## config.mk

```make
export PLATFORM = sky130hd
export DESIGN_NAME = mec_mul
export DESIGN_NICKNAME = d
export VERILOG_FILES = /design/src/design/mec_pkg.sv /design/src/design/mec_mul.sv
export SDC_FILE = /design/constraint.sdc
export NUM_CORES = 2
export LEC_CHECK = 0
export CORE_MARGIN = 8
export CORE_UTILIZATION = 50
export DETAILED_ROUTE_END_ITERATION = 10
export DONT_BUFFER_PORTS = 1
export GPL_TIMING_DRIVEN = 0
export HOLD_SLACK_MARGIN = 0.1
export SYNTH_ARGS = -nofsm -noshare
export SYNTH_HDL_FRONTEND = slang
export SYNTH_SLANG_ARGS = --single-unit
```

## constraint.sdc

```tcl
create_clock -name i_clk -period 18.98 [get_ports i_clk]
set_input_delay 0.949 -clock i_clk [delete_from_list [all_inputs] [get_ports i_clk]]
set_output_delay 0.949 -clock i_clk [all_outputs]
set_load 0.005 [all_outputs]
```

## src/design/mec_pkg.sv

```systemverilog
// Shared constants, types and saturating arithmetic for the escape count core.
package mec_pkg;

    localparam int ITER_WIDTH = 16;
    localparam int FRAC_BITS  = 59;
    localparam int DATA_W     = 64;
    localparam int CFG_W      = 16;
    localparam int COUNT_W    = 16;

    localparam logic signed [DATA_W-1:0] Q_ONE       = 64'sd1 <<< FRAC_BITS;
    localparam logic signed [DATA_W-1:0] Q_QUARTER   = 64'sd1 <<< (FRAC_BITS - 2);
    localparam logic signed [DATA_W-1:0] Q_SIXTEENTH = 64'sd1 <<< (FRAC_BITS - 4);
    localparam logic signed [DATA_W-1:0] Q_TWO       = 64'sd1 <<< (FRAC_BITS + 1);
    localparam logic signed [DATA_W-1:0] Q_NEG_TWO   = -Q_TWO;
    localparam logic signed [DATA_W-1:0] Q_FOUR      = 64'sd1 <<< (FRAC_BITS + 2);
    localparam logic signed [DATA_W-1:0] Q_MAX       = {1'b0, {(DATA_W-1){1'b1}}};
    localparam logic signed [DATA_W-1:0] Q_MIN       = {1'b1, {(DATA_W-1){1'b0}}};

    typedef enum logic [3:0] {
        ST_IDLE,
        ST_RG_Y2,
        ST_RG_XQ,
        ST_RG_CARD,
        ST_RG_BULB,
        ST_IT_CHECK,
        ST_IT_R2,
        ST_IT_I2,
        ST_IT_RI,
        ST_DONE
    } t_state;

    typedef struct packed {
        logic                     start;
        logic signed [DATA_W-1:0] a;
        logic signed [DATA_W-1:0] b;
    } t_mul_req;

    typedef struct packed {
        logic                     done;
        logic signed [DATA_W-1:0] p;
    } t_mul_rsp;

    function automatic logic signed [DATA_W-1:0] sat_add(
        input logic signed [DATA_W-1:0] a,
        input logic signed [DATA_W-1:0] b
    );
        logic signed [DATA_W:0] s;
        s = {a[DATA_W-1], a} + {b[DATA_W-1], b};
        if (s[DATA_W] != s[DATA_W-1]) begin
            return s[DATA_W] ? Q_MIN : Q_MAX;
        end
        return s[DATA_W-1:0];
    endfunction

endpackage

```

## src/design/mec_mul.sv

```systemverilog
// Shared Q4.59 multiplier built from four 32x32 partial products, floor rounding and saturation.
module mec_mul (
    input  logic              i_clk,
    input  logic              i_rst_n,
    input  mec_pkg::t_mul_req i_req,
    output mec_pkg::t_mul_rsp o_rsp
);
    import mec_pkg::*;

    localparam int HALF_W = DATA_W / 2;
    localparam int PROD_W = 2 * DATA_W;
    localparam logic [2:0] STEP_LAST = 3'd5;

    logic                     r_active;
    logic [2:0]               r_step;
    logic                     r_done;
    logic [DATA_W-1:0]        r_ua;
    logic [DATA_W-1:0]        r_ub;
    logic                     r_neg;
    logic [DATA_W-1:0]        r_pp;
    logic [PROD_W-1:0]        r_acc;
    logic signed [DATA_W-1:0] r_p;

    logic [HALF_W-1:0]        a_part;
    logic [HALF_W-1:0]        b_part;
    logic [1:0]               prev;
    logic [6:0]               pp_shift;
    logic [PROD_W-1:0]        pp_ext;
    logic [PROD_W-1:0]        prod;
    logic [PROD_W-FRAC_BITS-1:0] scaled;
    logic signed [DATA_W-1:0] sat_p;
    logic [DATA_W-1:0]        mag_a;
    logic [DATA_W-1:0]        mag_b;

    always_comb begin
        a_part = r_step[1] ? r_ua[DATA_W-1:HALF_W] : r_ua[HALF_W-1:0];
        b_part = r_step[0] ? r_ub[DATA_W-1:HALF_W] : r_ub[HALF_W-1:0];
        prev   = r_step[1:0] - 2'd1;
        case (prev)
            2'd0:    pp_shift = 7'd0;
            2'd3:    pp_shift = 7'(DATA_W);
            default: pp_shift = 7'(HALF_W);
        endcase
        pp_ext = {{DATA_W{1'b0}}, r_pp} << pp_shift;
        prod   = r_neg ? (~r_acc + PROD_W'(1)) : r_acc;
        scaled = prod[PROD_W-1:FRAC_BITS];
        if (scaled[PROD_W-FRAC_BITS-1:DATA_W-1] == '0 ||
            scaled[PROD_W-FRAC_BITS-1:DATA_W-1] == '1) begin
            sat_p = scaled[DATA_W-1:0];
        end else begin
            sat_p = scaled[PROD_W-FRAC_BITS-1] ? Q_MIN : Q_MAX;
        end
        mag_a = i_req.a[DATA_W-1] ? (~i_req.a + DATA_W'(1)) : i_req.a;
        mag_b = i_req.b[DATA_W-1] ? (~i_req.b + DATA_W'(1)) : i_req.b;
    end

    always_ff @(posedge i_clk) begin
        if (!i_rst_n) begin
            r_active <= 1'b0;
            r_step   <= '0;
            r_done   <= 1'b0;
        end else begin
            r_done <= r_active && (r_step == STEP_LAST);
            if (i_req.start) begin
                r_active <= 1'b1;
                r_step   <= '0;
            end else if (r_active) begin
                r_step <= r_step + 3'd1;
                if (r_step == STEP_LAST) begin
                    r_active <= 1'b0;
                end
            end
        end
    end

    always_ff @(posedge i_clk) begin
        if (i_req.start) begin
            r_ua  <= mag_a;
            r_ub  <= mag_b;
            r_neg <= i_req.a[DATA_W-1] ^ i_req.b[DATA_W-1];
            r_acc <= '0;
        end else if (r_active) begin
            r_pp <= DATA_W'(a_part) * DATA_W'(b_part);
            if (r_step != 3'd0 && r_step != STEP_LAST) begin
                r_acc <= r_acc + pp_ext;
            end
            if (r_step == STEP_LAST) begin
                r_p <= sat_p;
            end
        end
    end

    assign o_rsp.done = r_done;
    assign o_rsp.p    = r_p;

endmodule

```

==> reports/results.tsv <==
stage	metric	value	unit
worst_setup_path	critical_path_s_slowest_cell	mux2i_1	
worst_setup_path	max_stage_delay	1.09	ns
yosys	post-synth-top-area-cell	fa_1	
job	max_cap_violations	3	
yosys	synth.yosys.warnings	0	
yosys	net_count_synth	8184	
grt	antenna_found_initial	5	
worst_setup_path	crit_top_cell	fa_1	
sta	skew	0.0547	ns
detailed_routing	drtAntennaViolNets	0	
detailed_routing	dr.pass1.iters	6	
worst_setup_path	timing.setup.critical_path_class	flop to flop	
detailed_routing	top_layer	met5	
detailed_routing	drt_iter0_drc	4691	
cts	worstSkewPairLatency	0.67	ns
finish	drive_above_1_share	3.23	%
floorplan	dieHeight	360	µm
detailed_routing	vias	49900	
cts	path_clk_slew	0.06	ns
detailed_routing	wl_met3	21800	µm
yosys	async_reset_ff_share	0	%
worst_setup_path	crit_path_max_fanout	10	
worst_setup_path	crit_arrival	13.06	ns
floorplan	initial_core_util	50.2	%
sta	setup_viol	0	
place	routabilityCongestion	1.01	
cts	numClockSinks	390	
detailed_routing	post_drt_wl_per_cell	28.4	µm
detailed_routing	drt-vias-per-instance	5.94	
sta	max_freq	0.0790	GHz
detailed_routing	wirelength_met1	90000	µm
cts	cts.htree.levels	2	
cts	post_cts_resize_count	0	
finish	layout.nets	8250	
yosys	mean_post_synth_cell_area	8.73	µm²
grt	groute.usage.overall	36.2	%
sta	post-route-period-util	66.7	%
yosys	post_synth_main_area_contributors	fa_1, edfxtp_1, ha_1, inv_1, nand2_1	
outcome	run_status	finished, violations left	
floorplan	core	0.118	mm²
worst_setup_path	crit_required	19.38	ns
place	dp.cells	8313	
worst_setup_path	setup.worst_path.end_class	flop	
cts	post-cts-setup-buffer-count	0	
hold_path	hold_path.class	input port to flop	
cts	hold_buffers	0	
finish	post-route-cell-area	0.0628	mm²
worst_setup_path	timing.critical_path.from_type	flop	
yosys	synth_edf_count	257	
sta	timing.setup.tns	0	ns
yosys	synthesis.area	0.0590	mm²
grt	via_count_of_the_first_global_routing_pass	51400	
yosys	synth_sequential_area_ratio	17.6	%
yosys	synthesis.instances	6761	
floorplan	floorplan.die_area	0.129	mm²
floorplan	row_count	126	
finish	final_cell_count_no_fill	8405	
sta	period_needed	12.66	ns
grt	first_pass_grt_wire_length	346000	µm
detailed_routing	totalWireLength	238000	µm
yosys	netlist.area_leader.share	30.4	%
cts	clock_tree.root_cell	clkbuf_16	
cts	cts_buf_count	48	
yosys	synth.ff_latch_count	390	
yosys	ys_dominant_reg_cell	edfxtp_1	
outcome	failed_checks	max-capacitance violations, max-slew violations	
yosys	netlist-cell-type-count	77	
detailed_routing	route.met2.wl	106000	µm
sta	tightest_slew	1.51	ns
sta	report.final.slew_viol_count	7	
grt	grt_overflow	0	
cts	clock_path_buffers	3	
detailed_routing	drt_drc_violations_left	0	
sta	maxSlewHeadroom	-3.44	%
place	detailed_place_hpwl	199000	µm
sta	finalHoldViolCount	0	
grt	grt_max_degree	131	
floorplan	die_x	360	µm
place	port-buffer-count	0	
finish	syn2layout_area_growth	6.43	%
floorplan	top_level_i_o_count	196	
place	total_placed_instance_area	0.0612	mm²
sta	rsz0062_at_grt	false	
cts	cts_tree	yes	
sequential cells by signal, summed over array words and instances, names as in the netlist:
signal and flops:
r_ua 64, r_p 64, r_done 1, r_active 1, r_ub 64, r_pp 64, r_acc 128, r_step 3
r_neg 1
layer usage:
metal,track usage [%],up-vias
li1,-,22100
met4,23.6,4
met5,0,-
met3,8.84,693
met1,43.6,24700
met2,57.9,2436
cell families after synthesis:
| group | synth area share, % |
|---|---|
| compound gates | 11.4 |
| xor+xnor | 5.50 |
| fa+ha+maj | 38.8 |
| buf+inv | 8.22 |
| flops | 17.6 |
| mux | 2.81 |
| simple gates | 15.7 |
path summary, 6_finish.rpt:
kind                                        startpoint                      to  slack [ns]  cells after the start
worst max-delay path            r_step[1]$_SDFFE_PP0P_      r_pp[60]$_DFFE_PP_        6.32                     31
worst min-delay path                         i_req[64]       r_ua[0]$_DFFE_PP_        0.42                      0
worst max register to register  r_step[1]$_SDFFE_PP0P_      r_pp[60]$_DFFE_PP_        6.32                     31
worst min register to register  r_acc[48]$_SDFFE_PP0P_  r_acc[48]$_SDFFE_PP0P_        0.48                      2
worst max-delay path, delay by kind of cell (launching register included):
kind,cells,cell delay [ns]
adder cells (fa/ha/maj),9,4.47
buffers and inverters,10,3.58
AO/OA/AOI/OAI,6,2.00
multiplexers,1,1.09
AND/OR/NAND/NOR,4,0.73
flip-flops,1,0.34
XOR/XNOR,1,0.12
cells in the final DEF, fill, tap and decap left out, types with 102 or more instances in the layout:
cell / n
a21o_1: 102
a21oi_1: 371
clkbuf_1: 311
dfxtp_1: 133
edfxtp_1: 257
fa_1: 897
ha_1: 395
inv_1: 936
nand2_1: 904
nor2_1: 783
o21ai_0: 255
xnor2_1: 270
through the flow:
stage               utilization (%)  hold WS [ns]  setup slack (ns)
global placement               51.8         0.461              5.16
detailed placement             52.1         0.468              6.56
floorplan                         -         0.449              9.60
finish                         53.4         0.423              6.32
global route                   53.4         0.406              6.15
CTS                            53.4         0.396              6.50
Yosys cell counts, types with 56 or more instances:
| master | number |
|---|---|
| mux2_2 | 56 |
| mux2i_1 | 95 |
| a21o_1 | 102 |
| nand4_1 | 84 |
| inv_1 | 936 |
| nor2_1 | 783 |
| nand2_1 | 904 |
| fa_1 | 897 |
| xor2_1 | 99 |
| dfxtp_1 | 133 |
| o21ai_0 | 255 |
| o31ai_1 | 67 |
| edfxtp_1 | 257 |
| xnor2_1 | 270 |
| a21oi_1 | 371 |
| ha_1 | 395 |
| clkbuf_1 | 306 |
layout make-up:
type	instances	area (µm²)
Multi-Input combinational cell	5085	43900
Fill cell	11300	54800
Clock inverter	35	364
Inverter	936	3510
Buffer	350	1340
Tap cell	1536	1920
Timing Repair Buffer	16	198
Clock buffer	53	1220
Antenna cell	4	10.0
Sequential cell	390	10400
Power is left out: the tool's default activity adds up to more than one toggle a clock period on the data nets, which glitch-free logic cannot reach.
